==> src/rtl/weighted_label_vote_unit_macros.svh <==
// assertion macros for the weighted label vote unit
// used by weighted_label_vote_unit.sv, expects clk and rst_n in scope
`ifndef WEIGHTED_LABEL_VOTE_UNIT_MACROS_SVH
`define WEIGHTED_LABEL_VOTE_UNIT_MACROS_SVH
`ifndef SYNTHESIS
// same-cycle implication
`define WLV_ASSERT_NOW(label, ante, cons) \
    label: assert property (@(posedge clk) disable iff (!rst_n) (ante) |-> (cons)) \
        else $error("wlv check failed: same cycle implication");
// next-cycle implication
`define WLV_ASSERT_NEXT(label, ante, cons) \
    label: assert property (@(posedge clk) disable iff (!rst_n) (ante) |=> (cons)) \
        else $error("wlv check failed: next cycle implication");
`else
`define WLV_ASSERT_NOW(label, ante, cons)
`define WLV_ASSERT_NEXT(label, ante, cons)
`endif
`endif

==> src/rtl/wlv_pkg.sv <==
// shared types and constants for the weighted label vote unit
// no dependencies
`default_nettype none

package wlv_pkg;

    localparam int CLASS_COUNT_DEF = 4;
    localparam int LEVEL_COUNT_DEF = 4;
    localparam int WEIGHT_BITS_DEF = 16;

    localparam int LABEL_BITS     = 3;
    localparam int LEVEL_SEL_BITS = 2;
    localparam int LABEL_INPUTS   = 4;
    localparam int MAX_LABEL      = 7;
    localparam int LOAD_BITS      = 16;
    localparam int SCORE_BITS     = 17;

    localparam logic OP_LOAD = 1'b0;
    localparam logic OP_VOTE = 1'b1;

    typedef struct packed {
        logic [LABEL_BITS-1:0] winner;
        logic [SCORE_BITS-1:0] score;
    } wlv_result_t;

endpackage

`default_nettype wire

==> src/rtl/wlv_decide.sv <==
// picks the winning class and the saturated best score from the class sums
// depends on wlv_pkg
`default_nettype none

module wlv_decide #(
    parameter int CLS_USED = 4,
    parameter int SUM_BITS = 19
) (
    input  logic signed [SUM_BITS-1:0] sums [CLS_USED],
    output wlv_pkg::wlv_result_t       result
);
    import wlv_pkg::*;

    logic [CLS_USED-1:0]   is_max;
    logic                  single;
    logic [LABEL_BITS-1:0] winner_sel;
    logic [SUM_BITS-1:0]   best_sel;
    logic [SCORE_BITS-1:0] best_sat;

    // a class is a candidate when its sum is positive and no other sum beats it
    always_comb
    begin
        logic top;
        is_max = '0;
        for (int c = 0; c < CLS_USED; c++)
        begin
            top = !sums[c][SUM_BITS-1] && (sums[c] != '0);
            for (int d = 0; d < CLS_USED; d++)
            begin
                if (sums[d] > sums[c])
                begin
                    top = 1'b0;
                end
            end
            is_max[c] = top;
        end
    end

    // all candidates share the same sum, so or-ing them is safe
    always_comb
    begin
        winner_sel = '0;
        best_sel   = '0;
        for (int c = 0; c < CLS_USED; c++)
        begin
            if (is_max[c])
            begin
                winner_sel = winner_sel | LABEL_BITS'(c + 1);
                best_sel   = best_sel | SUM_BITS'(sums[c]);
            end
        end
    end

    // two or more equal maxima make a tie
    assign single = (is_max != '0) && ((is_max & (is_max - CLS_USED'(1))) == '0);

    generate
        if (SUM_BITS > SCORE_BITS)
        begin : g_sat
            assign best_sat = (best_sel[SUM_BITS-1:SCORE_BITS] != '0) ?
                              {SCORE_BITS{1'b1}} : best_sel[SCORE_BITS-1:0];
        end
        else
        begin : g_nosat
            assign best_sat = SCORE_BITS'(best_sel);
        end
    endgenerate

    assign result.winner = single ? winner_sel : '0;
    assign result.score  = best_sat;

endmodule

`default_nettype wire

==> src/rtl/weighted_label_vote_unit.sv <==
// top level of the weighted label vote unit: weight table, class sums, result stage
// depends on wlv_pkg, wlv_decide and weighted_label_vote_unit_macros.svh
`default_nettype none
`include "weighted_label_vote_unit_macros.svh"

// Weighted label vote unit. A load request (operation 0) writes one signed
// Q2.14 weight for a class and a level into a table held in flip-flops that
// reset clears to zero; it gives no result, and a load to an unknown class or
// level is dropped. A vote request (operation 1) carries one label per level
// and gives one result: the class whose summed weights are strictly largest
// and positive, or class 0 when no sum is positive or the largest is shared,
// together with the best score saturated to 17 bits. The unit takes one
// request every cycle while in_stall is low. A vote that is taken passes the
// input register, the class sum register and the result register in order.
// Each stage moves on whenever it is empty or the stage after it moves, so
// the input stalls only when all three stages hold a vote and the output is
// stalled. A load written in a cycle is seen by every vote taken after it.
module weighted_label_vote_unit #(
    parameter int CLASS_COUNT = wlv_pkg::CLASS_COUNT_DEF,
    parameter int LEVEL_COUNT = wlv_pkg::LEVEL_COUNT_DEF,
    parameter int WEIGHT_BITS = wlv_pkg::WEIGHT_BITS_DEF
) (
    input  logic                                clk,
    input  logic                                rst_n,
    input  logic                                in_valid,
    output logic                                in_stall,
    input  logic                                operation,
    input  logic [wlv_pkg::LABEL_BITS-1:0]      weight_class,
    input  logic [wlv_pkg::LEVEL_SEL_BITS-1:0]  weight_level,
    input  logic signed [wlv_pkg::LOAD_BITS-1:0] weight_value,
    input  logic [wlv_pkg::LABEL_BITS-1:0]      level0_label,
    input  logic [wlv_pkg::LABEL_BITS-1:0]      level1_label,
    input  logic [wlv_pkg::LABEL_BITS-1:0]      level2_label,
    input  logic [wlv_pkg::LABEL_BITS-1:0]      level3_label,
    output logic                                out_valid,
    input  logic                                out_stall,
    output logic [wlv_pkg::LABEL_BITS-1:0]      winning_class,
    output logic [wlv_pkg::SCORE_BITS-1:0]      best_score
);
    import wlv_pkg::*;

    localparam int ACT_LEVELS = (LEVEL_COUNT < LABEL_INPUTS) ? LEVEL_COUNT : LABEL_INPUTS;
    localparam int CLS_USED   = (CLASS_COUNT < MAX_LABEL) ? CLASS_COUNT : MAX_LABEL;
    localparam int SUM_BITS   = WEIGHT_BITS + $clog2(ACT_LEVELS + 1);

    logic [LABEL_BITS-1:0]         in_labels [LABEL_INPUTS];
    logic                          in_accept;
    logic                          load_hit;
    logic signed [WEIGHT_BITS-1:0] fit_weight;

    logic signed [WEIGHT_BITS-1:0] weight_table_reg [ACT_LEVELS][CLS_USED];

    logic                  s1_valid_reg;
    logic [LABEL_BITS-1:0] label_reg [ACT_LEVELS];
    logic                  s2_valid_reg;
    logic signed [SUM_BITS-1:0] sums_reg  [CLS_USED];
    logic signed [SUM_BITS-1:0] sums_next [CLS_USED];
    logic                  out_valid_reg;
    wlv_result_t           result_reg;
    wlv_result_t           result_next;

    logic out_adv;
    logic s2_adv;
    logic s1_adv;

    assign in_labels[0] = level0_label;
    assign in_labels[1] = level1_label;
    assign in_labels[2] = level2_label;
    assign in_labels[3] = level3_label;

    // pipeline advance, stalls ripple back from the output
    assign out_adv   = !out_valid_reg || !out_stall;
    assign s2_adv    = !s2_valid_reg || out_adv;
    assign s1_adv    = !s1_valid_reg || s2_adv;
    assign in_stall  = !s1_adv;
    assign in_accept = in_valid && !in_stall;

    assign load_hit = in_accept && (operation == OP_LOAD) && (weight_class != '0) &&
                      (32'(weight_class) <= CLASS_COUNT) && (32'(weight_level) < LEVEL_COUNT);

    // fit the loaded value into the table width
    generate
        if (WEIGHT_BITS >= LOAD_BITS)
        begin : g_wide
            assign fit_weight = WEIGHT_BITS'(weight_value);
        end
        else
        begin : g_narrow
            localparam logic signed [LOAD_BITS-1:0] W_HI = LOAD_BITS'((1 << (WEIGHT_BITS - 1)) - 1);
            localparam logic signed [LOAD_BITS-1:0] W_LO = -W_HI - LOAD_BITS'(1);
            assign fit_weight = (weight_value > W_HI) ? W_HI[WEIGHT_BITS-1:0] :
                                (weight_value < W_LO) ? W_LO[WEIGHT_BITS-1:0] :
                                weight_value[WEIGHT_BITS-1:0];
        end
    endgenerate

    always_ff @(posedge clk or negedge rst_n)
    begin
        if (!rst_n)
        begin
            for (int l = 0; l < ACT_LEVELS; l++)
            begin
                for (int c = 0; c < CLS_USED; c++)
                begin
                    weight_table_reg[l][c] <= '0;
                end
            end
        end
        else if (load_hit)
        begin
            for (int l = 0; l < ACT_LEVELS; l++)
            begin
                for (int c = 0; c < CLS_USED; c++)
                begin
                    if ((weight_level == LEVEL_SEL_BITS'(l)) &&
                        (weight_class == LABEL_BITS'(c + 1)))
                    begin
                        weight_table_reg[l][c] <= fit_weight;
                    end
                end
            end
        end
    end

    // per class sum of the weights of the levels that voted for it
    always_comb
    begin
        logic signed [SUM_BITS-1:0] acc;
        for (int c = 0; c < CLS_USED; c++)
        begin
            acc = '0;
            for (int l = 0; l < ACT_LEVELS; l++)
            begin
                if (label_reg[l] == LABEL_BITS'(c + 1))
                begin
                    acc = acc + SUM_BITS'(weight_table_reg[l][c]);
                end
            end
            sums_next[c] = acc;
        end
    end

    wlv_decide #(
        .CLS_USED (CLS_USED),
        .SUM_BITS (SUM_BITS)
    ) u_decide (
        .sums   (sums_reg),
        .result (result_next)
    );

    always_ff @(posedge clk or negedge rst_n)
    begin
        if (!rst_n)
        begin
            s1_valid_reg  <= 1'b0;
            s2_valid_reg  <= 1'b0;
            out_valid_reg <= 1'b0;
        end
        else
        begin
            if (s1_adv)
            begin
                s1_valid_reg <= in_accept && (operation == OP_VOTE);
            end
            if (s2_adv)
            begin
                s2_valid_reg <= s1_valid_reg;
            end
            if (out_adv)
            begin
                out_valid_reg <= s2_valid_reg;
            end
        end
    end

    always_ff @(posedge clk)
    begin
        if (s1_adv && in_accept)
        begin
            for (int l = 0; l < ACT_LEVELS; l++)
            begin
                label_reg[l] <= in_labels[l];
            end
        end
        if (s2_adv && s1_valid_reg)
        begin
            for (int c = 0; c < CLS_USED; c++)
            begin
                sums_reg[c] <= sums_next[c];
            end
        end
        if (out_adv && s2_valid_reg)
        begin
            result_reg <= result_next;
        end
    end

    assign out_valid     = out_valid_reg;
    assign winning_class = result_reg.winner;
    assign best_score    = result_reg.score;

    // a named winner always carries a positive score
    `WLV_ASSERT_NOW(a_winner_has_score, out_valid && (winning_class != '0), best_score != '0)
    // an accepted vote always lands in the input stage
    `WLV_ASSERT_NEXT(a_vote_captured, in_accept && (operation == OP_VOTE), s1_valid_reg)
    // the input side stalls only when every stage holds a vote
    `WLV_ASSERT_NOW(a_stall_only_full, in_stall, s1_valid_reg && s2_valid_reg && out_valid_reg)

endmodule

`default_nettype wire

==> config.mk <==
export PLATFORM = sky130hd
export DESIGN_NAME = weighted_label_vote_unit
export DESIGN_NICKNAME = d
export VERILOG_FILES = /design/src/rtl/wlv_pkg.sv /design/src/rtl/wlv_decide.sv /design/src/rtl/weighted_label_vote_unit.sv
export VERILOG_INCLUDE_DIRS = /design/src /design/src/rtl
export SDC_FILE = /design/constraint.sdc
export NUM_CORES = 1
export LEC_CHECK = 0
export BUFFER_PORTS_ARGS = -buffer_cell sky130_fd_sc_hd__clkbuf_2
export CAP_MARGIN = 15
export CORE_MARGIN = 2
export CORE_UTILIZATION = 55
export DETAILED_ROUTE_END_ITERATION = 8
export HOLD_SLACK_MARGIN = 0.05
export PLACE_DENSITY_LB_ADDON = 0.1
export REMOVE_ABC_BUFFERS = 1
export SLEW_MARGIN = 40
export SYNTH_ARGS = -nofsm -noshare
export SYNTH_HDL_FRONTEND = slang
export SYNTH_SLANG_ARGS = --single-unit
==> constraint.sdc <==
create_clock -name clk -period 13.3 [get_ports clk]
set_clock_uncertainty 0.05 [all_clocks]
set_input_delay 0 -clock clk [delete_from_list [all_inputs] [get_ports clk]]
set_output_delay 0 -clock clk [all_outputs]
set_load 0.01 [all_outputs]
# Word-level counts from Yosys, hierarchy flattened
# Memories as Yosys holds them, arrays and structs flattened.
# Cells that the tools add are included.
# op_classes
order_cmp,17
n_eq_ne,23
muxes,42
reduce_logical,66
n_bitwise,5
n_addsub,13
# op_table
operator,count
2-to-1 mux 19 bit,20
greater-than comparator 19 bit,16
adder 19 x 16 -> 19 bit,12
nonzero test 19 bit,4
bitwise OR 19 bit,3
AND reduction 2 bit,16
== test 3 x 2 -> 1 bit (second input constant),10
logical AND 1 bit,29
2-to-1 mux 1 bit,19
== test 3 x 1 -> 1 bit (second input constant),5
== test 3 bit (second input constant),5
logical NOT 1 bit,9
AND 4 bit,1
== test 2 bit (second input constant),2
logical NOT 4 bit,1
2-to-1 mux 2 bit,2
nonzero test 4 bit,1
subtractor 4 x 1 -> 4 bit (second input constant),1
less-or-equal comparator 3 bit (second input constant),1
logical OR 1 bit,3
2-to-1 mux 3 bit,1
nonzero test 3 bit,1
== test 2 x 1 -> 1 bit (second input constant),1
logical NOT 2 bit,1
other kinds (2),2
# word_totals
in_bits,38
mem_count,1
ff_bits,355
out_inout_bits,22
elab_cells,192
ram_bits,12
# memory_table
name,words,width,rd,rd_ports_with_merged_regs,wr,line,source
label_reg,4,3,4,0,4,weighted_label_vote_unit.sv:54,logic [LABEL_BITS-1:0] label_reg [ACT_LEVELS];

# Longest topological paths before layout
# Gate-level depths: netlist of the first run.
# logic_depth
ltp_word,14
ltp_mapped,37
mapped_depth_nobuf,34

# Modules after synthesis
# A second synthesis of the first run with hierarchy kept.
# unflattened
hier_cells,3024
hier_area_um2,29555.8
# by_module_without_submodules
mod,seq_area_each_um2,cells_per_inst,area_per_inst_um2,instances
weighted_label_vote_unit,9724.3,2545,25788.5,1
wlv_decide,0.0,479,3767.4,1

# Least setup slack after synthesis of the first run
# No wires, ideal clock.
# synth_timing
path_type,register -> register
from,memory label_reg[0][1]
to,register sums_reg[18] in the netlist's numbering (data pin)
period_less_slack_ps,6949
stages_incl_launch_ff,36
n_path_buf,3
setup_ps,258
t_arrival_ps,6641
slack_ps,6351
t_required_ps,12992
path_cell_list,edfxtp_1 > buf_2 > nor3b_4 > clkbuf_1 > clkbuf_1 > nand2_1 > xnor2_1 > ha_1 > a21oi_1 > a211o_1 > o32a_1 > nor2_1 > nand2_1 > nand2_1 > xnor2_1 > nor2_1 > xnor2_1 > ha_1 > or2_2 > a21oi_1 > a21oi_1 > and2_1 > o21a_1 > a21oi_1 > ha_1 > o21a_1 > a2111oi_0 > a211oi_1 > or4_1 > a31oi_1 > o21bai_1 > a2111oi_0 > nor3_1 > xnor2_1 > nor2_1 > xnor2_1
# synth_lines
element,line,source
start: declaration,weighted_label_vote_unit.sv:54,
end signal: indexed assignment,weighted_label_vote_unit.sv:189,sums_reg[c] <= sums_next[c];
end: declaration,weighted_label_vote_unit.sv:56,logic signed [SUM_BITS-1:0] sums_reg [CLS_USED];

==> metrics.txt, run 1 <==
# TYPE chip_impl_metric gauge
chip_impl_info{name="outcome",value="completed"} 1
chip_impl_metric{name="synth.avg_cell_area",unit="sq um"} 9.697
chip_impl_metric{name="clock_latency",unit="ns"} 0.58
chip_impl_metric{name="syn-cell-area",unit="sq mm"} 0.02887
chip_impl_metric{name="cts.sinks",unit=""} 367
chip_impl_metric{name="yosysUniqueCellTypes",unit=""} 98
chip_impl_metric{name="final_standard_cell_area_without_fillers",unit="sq mm"} 0.03190
chip_impl_metric{name="syn-instance-count",unit=""} 2977
chip_impl_metric{name="dieWidth",unit="um"} 233.1
chip_impl_metric{name="finalHoldViolations",unit=""} 0
chip_impl_metric{name="synth-seq-cells",unit=""} 367
chip_impl_metric{name="pwr_density_cell",unit="mW/mm^2"} 113.7
chip_impl_metric{name="worst_setup_hold_path_clk_slew",unit="ns"} 0.06
chip_impl_metric{name="global_route_wire_length_before_repair",unit="mm"} 128.2
chip_impl_metric{name="critical_path.max_stage_delay",unit="ns"} 0.53
chip_impl_metric{name="area_of_placed_instances",unit="sq mm"} 0.02999
chip_impl_metric{name="sequential_to_total_area_share_from_yosys_stat",unit="%"} 33.68
chip_impl_metric{name="final_max_slew_viol_count",unit=""} 0
chip_impl_metric{name="detail_route.vias_per_cell",unit=""} 6.265
chip_impl_metric{name="r2r.worst_path.cells",unit=""} 33
chip_impl_metric{name="synth_top_area_share",unit="%"} 22.45
chip_impl_metric{name="drc",unit=""} 0
chip_impl_info{name="critical_path.endpoint_type",value="flop"} 1
chip_impl_info{name="clock_tree_from_tritoncts",value="done"} 1
chip_impl_info{name="kind_of_launch_point_of_the_worst_setup_path",value="flop"} 1
chip_impl_info{name="timing_worst_setup_path_type",value="reg2reg"} 1
chip_impl_metric{name="final_cells",unit=""} 3746
chip_impl_metric{name="routed_wire_length_per_instance",unit="um"} 21.88
chip_impl_metric{name="gp_congestion",unit=""} 0.9601
chip_impl_metric{name="layout_worst_path_cycle_share",unit="%"} 56.79
chip_impl_metric{name="clk_path_buf_depth",unit=""} 3
chip_impl_info{name="most-common-layout-cells",value="ha_1 (314), mux2_2 (313), dfrtp_1 (259), nor2_1 (206), nand2_1 (201)"} 1
chip_impl_metric{name="min_delay_path_depth",unit=""} 2
chip_impl_info{name="root_buffer",value="clkbuf_16"} 1
chip_impl_metric{name="die-area",unit="sq mm"} 0.05434
chip_impl_metric{name="async_flop_share",unit="%"} 70.57
chip_impl_metric{name="synth_edf_count",unit=""} 108
chip_impl_metric{name="worst_pin_slew",unit="ns"} 0.8423
chip_impl_metric{name="cts_setup_buffers",unit=""} 0
chip_impl_metric{name="first_iteration_detailed_routing_drc_count",unit=""} 2020
chip_impl_metric{name="globalRoute.totalOverflow",unit=""} 0
chip_impl_metric{name="drive_gt1_share",unit="%"} 17.46
chip_impl_info{name="cpMaxStageDelayCell",value="edfxtp_1"} 1
chip_impl_metric{name="initial_core_util",unit="%"} 55.93
chip_impl_metric{name="fp.dieH",unit="um"} 233.1
chip_impl_metric{name="fp-row-count",unit=""} 83
chip_impl_metric{name="route.final.wire_length",unit="mm"} 81.98
chip_impl_info{name="synthFlopType",value="dfrtp_1"} 1
chip_impl_metric{name="fin_nets",unit=""} 3388
chip_impl_metric{name="detailed_place_hpwl",unit="mm"} 60.24
chip_impl_metric{name="detail_route.first_pass.iterations",unit=""} 6
chip_impl_info{name="post_synth_main_area_contributors",value="dfrtp_1 (22%), ha_1 (14%), mux2_2 (12%), edfxtp_1 (11%), xnor2_1 (3.8%)"} 1
chip_impl_info{name="layout.cells.most_common",value="ha_1"} 1
chip_impl_metric{name="dp.cells",unit=""} 3637
chip_impl_metric{name="fin_tns_setup",unit="ns"} 0
chip_impl_metric{name="cellLeakagePower",unit="uW"} 0.01513
chip_impl_metric{name="io_pins",unit=""} 60
chip_impl_metric{name="arrival_time_worst_endpoint",unit="ns"} 7.83
chip_impl_metric{name="synthToLayoutAreaGrowth",unit="%"} 10.50
chip_impl_info{name="yosysTopAreaCell",value="dfrtp_1"} 1
chip_impl_metric{name="worst_ep_required_time",unit="ns"} 13.58
chip_impl_info{name="min_path_type",value="in2reg"} 1
chip_impl_metric{name="largest_register_ffs",unit=""} 256
chip_impl_metric{name="power.ir.vdd_worst",unit="mV"} 0.08596
chip_impl_metric{name="number_of_violations_of_the_max_capacitance_limit",unit=""} 0
chip_impl_metric{name="numCtsBuffers",unit=""} 45
chip_impl_metric{name="cts_max_level",unit=""} 2
chip_impl_metric{name="fin_crit",unit="ns"} 7.554
chip_impl_metric{name="max_freq",unit="GHz"} 0.1324
chip_impl_metric{name="core_area",unit="sq mm"} 0.05161
chip_impl_info{name="rsz0062_at_grt",value="false"} 1
chip_impl_metric{name="timing.slew.headroom",unit="%"} 43.85
chip_impl_metric{name="vias_in_the_first_global_route",unit=""} 22980
chip_impl_metric{name="grt_antenna_before_repair",unit=""} 7
chip_impl_metric{name="crit_path_max_fanout",unit=""} 28
chip_impl_metric{name="vias",unit=""} 23470
chip_impl_metric{name="grt_start_max_net_pins",unit=""} 76
chip_impl_metric{name="fillers",unit=""} 4243
chip_impl_metric{name="drt.antenna.violating_nets",unit=""} 0
chip_impl_metric{name="gr-usage-all-layers",unit="%"} 30.46
chip_impl_metric{name="synthesis.yosys.warnings",unit=""} 0
chip_impl_metric{name="timing.final.setup_violations",unit=""} 0
chip_impl_metric{name="place.port_buffers",unit=""} 59
## cells by family (layout without fill, tap and decap cells)
group	after synthesis	after routing	synth area share [%]
AOI/OAI and AO/OA	718	718	16.50
xor gates and xnor gates	190	190	5.764
adders and majority gates	328	328	14.38
buffers and inverters	251	338	3.337
DFF	367	367	33.68
muxes	329	329	12.76
other	0	2	0
and+or+nand+nor	794	794	13.57
## per-stage QoR
step                      hold WS [ns]  power (uW)  worst slack, ns  utilization [%]
final                          0.08037        3628            5.746            61.80
after floorplan                -0.3456        1994            6.476                -
after global routing           0.08506        3805            5.226            61.79
after CTS                      0.05311        3641            5.875            61.75
after global placement          0.1098        2208            6.096            57.87
after detailed placement       -0.1038        2246            5.898            58.10
## path summary, 6_finish.rpt
check,start,end,slack (ns)
setup / recovery,label_reg[0][2],sums_reg[18],5.75
hold / removal,level2_label[0],label_reg[2][0],0.08
setup reg to reg,label_reg[0][2],sums_reg[18],5.75
hold reg to reg,weight_table_reg[200],weight_table_reg[200],0.45
max in group asynchronous,rst_n,weight_table_reg[61],11.39
min in group asynchronous,rst_n,weight_table_reg[230],0.53
## worst max-delay path, delay by kind of cell (launching register included)
| kind | cells | cell delay (ns) |
|---|---|---|
| DFF | 1 | 0.53 |
| AOI/OAI and AO/OA | 13 | 2.87 |
| adders and majority gates | 4 | 0.99 |
| buffers and inverters | 1 | 0.32 |
| xor gates and xnor gates | 4 | 0.65 |
| and+or+nand+nor | 11 | 1.88 |
## timing repair
action	4_1_cts	5_1_grt
hold buffers	22	0
hold endpoints to repair	230	0
resized for setup	0	0
## metal layers
layer / up-vias / share of wire, % / GRT usage, %
met3: 146 / 6.0 / 3.442
li1: 11090 / - / -
met4: 0 / 2.9 / 10.49
met1: 11520 / 45 / 42.08
met2: 717 / 46 / 49.61
met5: - / 0 / 0
## synth_stat cells, types with 9 or more instances
| library cell | n |
|---|---|
| inv_1 | 141 |
| nor4_1 | 22 |
| a21oi_1 | 195 |
| a31oi_1 | 34 |
| or3_1 | 9 |
| o21bai_1 | 21 |
| and3_1 | 23 |
| edfxtp_1 | 108 |
| o31ai_1 | 17 |
| o21a_1 | 44 |
| xor2_1 | 65 |
| dfrtp_1 | 259 |
| a222oi_1 | 17 |
| ha_1 | 314 |
| o211ai_1 | 15 |
| nor2_1 | 207 |
| nand4_1 | 35 |
| mux2i_1 | 16 |
| clkbuf_1 | 93 |
| nand2_1 | 202 |
| xnor2_1 | 125 |
| a211oi_1 | 22 |
| nor3_1 | 49 |
| a41oi_1 | 13 |
| nand3b_1 | 9 |
| o21ai_0 | 141 |
| nand3_1 | 71 |
| a21o_1 | 85 |
| mux2_2 | 313 |
| and2_1 | 48 |
| nand2b_1 | 33 |
| nor2b_1 | 36 |
## report_power, final
group,leakage (uW),internal [uW],switching (uW)
clock,0.000803,867,512
sequential,0.00446,1310,129
combinational,0.00987,363,449
## final cells by class
class / instances / area (sq um) / share of cell area (%)
Clock buffer: 54 / 1222 / 3.832
Timing Repair Buffer: 114 / 842.1 / 2.640
Antenna cell: 2 / 5.005 / 0.01569
Multi-Input combinational cell: 2359 / 18300 / 57.37
Clock inverter: 29 / 425.4 / 1.334
Sequential cell: 367 / 9724 / 30.48
Inverter: 141 / 529.3 / 1.659
Tap cell: 680 / 850.8 / 2.667
Note: power is estimated with default switching activity, not from simulation.
==> inputs of run 2 (changes only) <==
Clock period 13.3 ns to 7.05 ns, I/O delays scaled along.
==> run 2 against run 1 <==
Against the previous run:
- combinational power up 95%
- sequential power up 88%
- wire length up 1.1%
- utilization up 1.2 points
- critical endpoint is now sums_reg[74]
- die area unchanged
- global-route usage about the same
- sequential cell count unchanged
- sequential share of layout area down 0.56 points
- non-clock buffer count up 40
- cell count up 1.0%
- critical path depth down 7
- clock power up 77%
==> metrics.txt, run 2 (synthesis gave the netlist of run 1 again) <==
# TYPE chip_impl_metric gauge
chip_impl_info{name="outcome",value="completed"} 1
chip_impl_info{name="timing_worst_setup_path_type",value="reg2reg"} 1
chip_impl_metric{name="place.port_buffers",unit=""} 59
chip_impl_info{name="most-common-layout-cells",value="mux2_2 (313), ha_1 (306), dfrtp_1 (259), nor2_1 (205), nand2_1 (201)"} 1
chip_impl_metric{name="fp-row-count",unit=""} 83
chip_impl_metric{name="vias_in_the_first_global_route",unit=""} 22600
chip_impl_metric{name="worst_ep_required_time",unit="ns"} 7.33
chip_impl_metric{name="detail_route.first_pass.iterations",unit=""} 9
chip_impl_metric{name="min_delay_path_depth",unit=""} 3
chip_impl_metric{name="worst_setup_hold_path_clk_slew",unit="ns"} 0.06
chip_impl_metric{name="final_max_slew_viol_count",unit=""} 0
chip_impl_metric{name="grt_start_max_net_pins",unit=""} 95
chip_impl_metric{name="global_route_wire_length_before_repair",unit="mm"} 128.1
chip_impl_metric{name="gp_congestion",unit=""} 0.9423
chip_impl_metric{name="pwr-share-clk",unit="%"} 36.2
chip_impl_metric{name="crit_path_max_fanout",unit=""} 9
chip_impl_info{name="crit-reg2reg-launch",value="label_reg[0][0]"} 1
chip_impl_info{name="layout.cells.most_common",value="mux2_2"} 1
chip_impl_metric{name="layout_worst_path_cycle_share",unit="%"} 96.22
chip_impl_metric{name="cellLeakagePower",unit="uW"} 0.01536
chip_impl_metric{name="drive_gt1_share",unit="%"} 20.14
chip_impl_metric{name="die-area",unit="sq mm"} 0.05434
chip_impl_metric{name="numCtsBuffers",unit=""} 44
chip_impl_metric{name="finalHoldViolations",unit=""} 0
chip_impl_metric{name="first_iteration_detailed_routing_drc_count",unit=""} 2055
chip_impl_metric{name="total_switching_power",unit="uW"} 2049
chip_impl_metric{name="fin_crit",unit="ns"} 6.784
chip_impl_metric{name="fp.dieH",unit="um"} 233.1
chip_impl_metric{name="largest_register_ffs",unit=""} 256
chip_impl_metric{name="clock_latency",unit="ns"} 0.59
chip_impl_metric{name="synthToLayoutAreaGrowth",unit="%"} 12.58
chip_impl_metric{name="post-place-ws",unit="ns"} -0.02679
chip_impl_metric{name="timing.slew.headroom",unit="%"} 45.69
chip_impl_metric{name="detailed_place_hpwl",unit="mm"} 60.57
chip_impl_metric{name="dieWidth",unit="um"} 233.1
chip_impl_info{name="critical_path.endpoint_type",value="flop"} 1
chip_impl_metric{name="drt.antenna.violating_nets",unit=""} 0
chip_impl_metric{name="worst_pin_slew",unit="ns"} 0.8147
chip_impl_metric{name="initial_core_util",unit="%"} 55.93
chip_impl_metric{name="dp.cells",unit=""} 3664
chip_impl_metric{name="timing.final.setup_violations",unit=""} 0
chip_impl_metric{name="swShare",unit="%"} 30.46
chip_impl_info{name="clock_tree_from_tritoncts",value="done"} 1
chip_impl_info{name="kind_of_launch_point_of_the_worst_setup_path",value="flop"} 1
chip_impl_metric{name="r2r_setup_slack",unit="ns"} 0.27
chip_impl_info{name="min_path_type",value="in2reg"} 1
chip_impl_metric{name="critical_path.max_stage_delay",unit="ns"} 0.50
chip_impl_metric{name="globalRoute.totalOverflow",unit=""} 0
chip_impl_metric{name="fin_nets",unit=""} 3427
chip_impl_metric{name="power.combinational.fraction",unit="%"} 23.5
chip_impl_metric{name="io_pins",unit=""} 60
chip_impl_metric{name="number_of_violations_of_the_max_capacitance_limit",unit=""} 0
chip_impl_metric{name="detail_route.vias_per_cell",unit=""} 6.247
chip_impl_metric{name="pwr_density_cell",unit="mW/mm^2"} 207.0
chip_impl_info{name="worst_setup_path_startpoint",value="label_reg[0][0]"} 1
chip_impl_metric{name="r2r.worst_path.cells",unit=""} 26
chip_impl_metric{name="power.ir.vdd_worst",unit="mV"} 0.1975
chip_impl_metric{name="critPathBufInv",unit=""} 2
chip_impl_info{name="root_buffer",value="clkbuf_16"} 1
chip_impl_info{name="whs_endpoint",value="weight_table_reg[163]"} 1
chip_impl_metric{name="route.final.wire_length",unit="mm"} 82.86
chip_impl_info{name="timing.hold.worst.start",value="weight_value[3]"} 1
chip_impl_metric{name="grt_antenna_before_repair",unit=""} 4
chip_impl_info{name="cpMaxStageDelayCell",value="xnor2_1"} 1
chip_impl_metric{name="clk_path_buf_depth",unit=""} 3
chip_impl_metric{name="gr-usage-all-layers",unit="%"} 30.51
chip_impl_metric{name="core_area",unit="sq mm"} 0.05161
chip_impl_metric{name="worst_slack",unit="ns"} 0.2665
chip_impl_metric{name="internal_power",unit="uW"} 4680
chip_impl_metric{name="cts_max_level",unit=""} 2
chip_impl_metric{name="max_freq",unit="GHz"} 0.1474
chip_impl_metric{name="final_cells",unit=""} 3784
chip_impl_metric{name="share_seq_of_total_power",unit="%"} 40.3
chip_impl_metric{name="routed_wire_length_per_instance",unit="um"} 21.90
chip_impl_metric{name="arrival_time_worst_endpoint",unit="ns"} 7.06
chip_impl_info{name="rr_endpoint",value="sums_reg[74]"} 1
chip_impl_info{name="rsz0062_at_grt",value="true"} 1
chip_impl_info{name="cp_top_family",value="compound AO/OA/AOI/OAI gates"} 1
chip_impl_metric{name="vias",unit=""} 23640
chip_impl_metric{name="drc",unit=""} 0
chip_impl_metric{name="cts.sinks",unit=""} 367
==> run 2: worst min-delay path: cells and delay by family <==
family          cells  cell delay (ns)
buf+inv             1             0.43
simple gates        1             0.16
compound gates      1             0.08
==> run 2: area by class of cell <==
cell class              count  area (sq um)
diodes                      1         2.502
inverters                 141         529.3
fillers                  4268         19110
clock buffers              67          1310
repair buffers            154          1160
multi-input cells        2359         18680
well taps                 680         850.8
clock inverters            15         241.5
flip-flops and latches    367          9724
==> run 2: worst max-delay path by stage <==
stage / endpoint / cells past startpoint
floorplan: sums_reg[18] / 32
global placement: sums_reg[18] / 29
detailed placement: sums_reg[75] / 31
CTS: sums_reg[75] / 31
global route: sums_reg[37] / 34
finish: sums_reg[74] / 26
==> run 2: routing by layer <==
metal  wire length [um]  track usage (%)
met5                  0                0
met2              37090            47.70
met1              38110            43.66
met4               2835            10.73
met3               4831            3.589
==> run 2: power groups by stage <==
stage          Combinational (uW)  Sequential, uW  Clock, uW
6_report                     1580            2710       2440
5_1_grt                      1760            2740       2570
4_1_cts                      1530            2700       2490
3_5_place_dp                 1510            2740          0
3_3_place_gp                 1450            2730          0
2_1_floorplan                1100            2660          0
==> run 2: repair_timing <==
item,in CTS,in global routing
hold endpoints to repair,205,0
pin swaps,1,30
hold buffers,22,0
setup endpoints to repair,2,15
setup buffers,1,12
gates resized for setup,2,80
cloned,0,0
==> run 2: through the flow <==
stage | hold WS, ns | instance area, sq um | utilization (%) | setup TNS [ns] | power (uW)
after detailed placement | 0.04677 | 30190 | 58.49 | -0.02679 | 4246
after CTS | 0.05092 | 32000 | 61.99 | 0 | 6721
final | 0.08116 | 32500 | 62.97 | 0 | 6729
after floorplan | -0.3456 | 28430 | - | 0 | 3761
after global routing | 0.06606 | 32500 | 62.96 | -0.1923 | 7069
after global placement | 0.03310 | 30080 | 58.28 | 0 | 4183
==> inputs of run 3 (changes only) <==
Settings changed: ABC_AREA set to 1, PLACE_DENSITY set to 0.81, PLACE_DENSITY_LB_ADDON 0.1 to unset, SLEW_MARGIN 40 to unset.
==> run 3 against run 2 <==
Against the previous run:
- non-clock buffer count is 43 lower
- synthesized area is 4.8% higher
- die area is 4.7% higher
- register-to-register slack better by 0.48 ns
- sequential cell count stayed put
- cell count is 34% higher
- setup slack better by 0.48 ns
- worst hold slack better by 0.0040 ns
- synthesized cell count is 44% higher
- final area is 2.0% higher
- first-iteration DRC count is 40% higher
- critical path type unchanged
==> metrics.txt, run 3 <==
# TYPE chip_impl_metric gauge
chip_impl_metric{name="synthesis.yosys.warnings",unit=""} 0
chip_impl_metric{name="power.combinational.fraction",unit="%"} 20.3
chip_impl_info{name="most-common-layout-cells",value="nand2_1 (1266), o21ai_0 (486), inv_1 (479), ha_1 (314), a21oi_1 (283)"} 1
chip_impl_info{name="synthFlopType",value="dfrtp_1"} 1
chip_impl_metric{name="fin_nets",unit=""} 4692
chip_impl_metric{name="internal_power",unit="uW"} 4322
chip_impl_info{name="yosysTopAreaCell",value="dfrtp_1"} 1
chip_impl_metric{name="cts_max_level",unit=""} 2
chip_impl_info{name="cpMaxStageDelayCell",value="edfxtp_1"} 1
chip_impl_metric{name="critical_path.max_stage_delay",unit="ns"} 0.50
chip_impl_metric{name="pwr-share-clk",unit="%"} 39.5
chip_impl_metric{name="syn-instance-count",unit=""} 4287
chip_impl_metric{name="synth_top_area_share",unit="%"} 21.42
chip_impl_info{name="synth_top_family_by_area",value="simple AND/OR/NAND/NOR gates"} 1
chip_impl_metric{name="fp.dieH",unit="um"} 238.6
chip_impl_metric{name="synth_edf_count",unit=""} 108
chip_impl_metric{name="total_switching_power",unit="uW"} 1965
chip_impl_metric{name="arrival_time_worst_endpoint",unit="ns"} 6.59
chip_impl_metric{name="final_max_slew_viol_count",unit=""} 0
chip_impl_metric{name="largest_register_ffs",unit=""} 256
chip_impl_metric{name="initial_core_util",unit="%"} 55.90
chip_impl_metric{name="grt_start_max_net_pins",unit=""} 87
chip_impl_metric{name="cts.sinks",unit=""} 367
chip_impl_metric{name="synthAdderAreaFrac",unit="%"} 13.51
chip_impl_info{name="timing_worst_setup_path_type",value="reg2reg"} 1
chip_impl_metric{name="fin_tns_setup",unit="ns"} 0
chip_impl_metric{name="async_flop_share",unit="%"} 70.57
chip_impl_metric{name="finalHoldViolations",unit=""} 0
chip_impl_metric{name="fp-row-count",unit=""} 85
chip_impl_metric{name="timing.final.setup_violations",unit=""} 0
chip_impl_metric{name="swShare",unit="%"} 31.25
chip_impl_metric{name="final_standard_cell_area_without_fillers",unit="sq mm"} 0.03314
chip_impl_metric{name="syn-cell-area",unit="sq mm"} 0.03026
chip_impl_info{name="clock_tree_from_tritoncts",value="done"} 1
chip_impl_metric{name="grt_antenna_before_repair",unit=""} 3
chip_impl_metric{name="sequential_cell_area",unit="sq mm"} 0.009724
chip_impl_metric{name="synth-compound-area-share",unit="%"} 16.40
chip_impl_info{name="root_buffer",value="clkbuf_16"} 1
chip_impl_metric{name="global_route_wire_length_before_repair",unit="mm"} 146.6
chip_impl_metric{name="yosysUniqueCellTypes",unit=""} 52
chip_impl_metric{name="drt.antenna.violating_nets",unit=""} 0
chip_impl_metric{name="cellLeakagePower",unit="uW"} 0.01679
chip_impl_metric{name="critPathBufInv",unit=""} 7
chip_impl_metric{name="core_area",unit="sq mm"} 0.05413
chip_impl_info{name="rsz0062_at_grt",value="false"} 1
chip_impl_metric{name="fin_crit",unit="ns"} 6.299
chip_impl_info{name="layout.cells.most_common",value="nand2_1"} 1
chip_impl_metric{name="worst_ep_required_time",unit="ns"} 7.34
chip_impl_metric{name="max_freq",unit="GHz"} 0.1588
chip_impl_metric{name="cts_setup_buffers",unit=""} 0
chip_impl_metric{name="number_of_violations_of_the_max_capacitance_limit",unit=""} 0
chip_impl_metric{name="detail_route.vias_per_cell",unit=""} 5.787
chip_impl_metric{name="sequential_to_total_area_share_from_yosys_stat",unit="%"} 32.14
chip_impl_info{name="cp_top_family",value="simple AND/OR/NAND/NOR gates"} 1
chip_impl_metric{name="fillers",unit=""} 4935
chip_impl_metric{name="vias_in_the_first_global_route",unit=""} 26820
chip_impl_metric{name="route.final.wire_length",unit="mm"} 92.65
chip_impl_metric{name="globalRoute.totalOverflow",unit=""} 0
chip_impl_metric{name="synth.avg_cell_area",unit="sq um"} 7.058
chip_impl_info{name="synth.top_cells.by_count",value="nand2_1 (1266), o21ai_0 (486), inv_1 (480)"} 1
chip_impl_metric{name="multiInputGateArea",unit="sq mm"} 0.01832
chip_impl_metric{name="power.ir.vdd_worst",unit="mV"} 0.1897
chip_impl_metric{name="detailed_place_hpwl",unit="mm"} 68.61
chip_impl_metric{name="post_synth_and_or_nand_nor_area_fraction",unit="%"} 26.78
chip_impl_metric{name="post_synth_xor_area_fraction",unit="%"} 3.416
chip_impl_metric{name="gr-usage-all-layers",unit="%"} 32.80
chip_impl_metric{name="synth-seq-cells",unit=""} 367
chip_impl_metric{name="pwr_density_cell",unit="mW/mm^2"} 189.7
chip_impl_metric{name="crit_path_max_fanout",unit=""} 18
chip_impl_metric{name="numCtsBuffers",unit=""} 44
chip_impl_metric{name="detail_route.first_pass.iterations",unit=""} 6
chip_impl_info{name="post_synth_main_area_contributors",value="dfrtp_1 (21%), nand2_1 (16%), ha_1 (13%), edfxtp_1 (11%), o21ai_0 (8.0%)"} 1
chip_impl_metric{name="vias",unit=""} 29310
chip_impl_info{name="kind_of_launch_point_of_the_worst_setup_path",value="flop"} 1
chip_impl_info{name="min_path_type",value="in2reg"} 1
chip_impl_metric{name="share_seq_of_total_power",unit="%"} 40.2
chip_impl_metric{name="area_of_placed_instances",unit="sq mm"} 0.03123
chip_impl_metric{name="synthToLayoutAreaGrowth",unit="%"} 9.515
chip_impl_info{name="critical_path.endpoint_type",value="flop"} 1
chip_impl_metric{name="worst_pin_slew",unit="ns"} 1.225
chip_impl_metric{name="gp_congestion",unit=""} 0.9748
chip_impl_metric{name="place.port_buffers",unit=""} 59
chip_impl_metric{name="io_pins",unit=""} 60
chip_impl_metric{name="dieWidth",unit="um"} 238.6
chip_impl_metric{name="timing.slew.headroom",unit="%"} 18.24
chip_impl_metric{name="worst_setup_hold_path_clk_slew",unit="ns"} 0.06
chip_impl_metric{name="die-area",unit="sq mm"} 0.05691
chip_impl_info{name="yosys.cell_count.top_type",value="nand2_1"} 1
chip_impl_metric{name="drc",unit=""} 0
chip_impl_info{name="outcome",value="completed"} 1
chip_impl_metric{name="first_iteration_detailed_routing_drc_count",unit=""} 2872
chip_impl_metric{name="layout_worst_path_cycle_share",unit="%"} 89.35
chip_impl_metric{name="clock_latency",unit="ns"} 0.59
chip_impl_metric{name="clk_path_buf_depth",unit=""} 3
chip_impl_metric{name="synth_mux_area_share",unit="%"} 0.2977
chip_impl_metric{name="routed_wire_length_per_instance",unit="um"} 18.29
chip_impl_info{name="crit_path_frequent_cell",value="nand2_1"} 1
chip_impl_metric{name="drive_gt1_share",unit="%"} 4.945
## run 3: cell count changes after synthesis, moves of 49 or more
cell,previous run,this run
nand2_1,202,1266
nor2_1,207,256
a21o_1,85,10
o21ai_0,141,486
a21oi_1,195,284
mux2_2,313,0
xnor2_1,125,49
nand3_1,71,225
inv_1,141,480
## run 3: cell families after synthesis
logic type	count (synthesis)
AND/OR/NAND/NOR	1946
flip-flops	367
buffers and inverters	599
adder cells (fa/ha/maj)	322
XOR/XNOR	118
AO/OA/AOI/OAI	926
multiplexers	9
## run 3: power by group through the flow
stage	combinational, uW	sequential, uW	clock, uW
floorplan	855	2520	0
global placement	1210	2550	0
detailed placement	1230	2560	0
CTS	1250	2520	2530
global route	1440	2540	2600
finish	1280	2530	2480
## run 3: worst paths after layout
path | startpoint | endpoint | cells past startpoint | slack [ns]
setup / recovery | label_reg[0][0] | sums_reg[37] | 35 | 0.75
hold / removal | level1_label[1] | label_reg[1][1] | 2 | 0.09
setup reg to reg | label_reg[0][0] | sums_reg[37] | 35 | 0.75
hold reg to reg | weight_table_reg[207] | weight_table_reg[207] | 2 | 0.44
max in group asynchronous | rst_n | weight_table_reg[141] | 4 | 5.07
min in group asynchronous | rst_n | weight_table_reg[190] | 3 | 0.52
## run 3: metal layers
| layer | global-route usage (%) | wire, um |
|---|---|---|
| met1 | 47.51 | 42380 |
| met2 | 49.28 | 38660 |
| met3 | 6.501 | 8510 |
| met4 | 10.34 | 3100 |
| met5 | 0 | 0 |
## run 3: cell type report
cell class | instances | share of cell area, %
inverters | 487 | 5.517
repair buffers | 111 | 2.432
diodes | 1 | 0.007552
flip-flops and latches | 367 | 29.35
multi-input cells | 3321 | 55.28
well taps | 696 | 2.628
clock inverters | 29 | 1.118
clock buffers | 53 | 3.670
## run 3: per-stage QoR
step	instances	utilization [%]	worst slack [ns]	power (uW)	hold WS (ns)
4_1_cts	5062	61.13	0.7469	6300	0.05524
2_1_floorplan	4175	-	0.9671	3375	-0.3456
3_3_place_gp	4954	57.70	0.7755	3761	0.05890
5_1_grt	5064	61.21	0.1500	6586	0.08863
3_5_place_dp	4954	57.70	0.7942	3790	0.06242
6_report	5065	61.21	0.7509	6287	0.08519
## run 3: what timing repair did
item | in CTS | in global routing
hold endpoints to repair | 216 | 2
setup endpoints to repair | 0 | 1
gates resized for setup | 0 | 1
hold buffers | 26 | 1
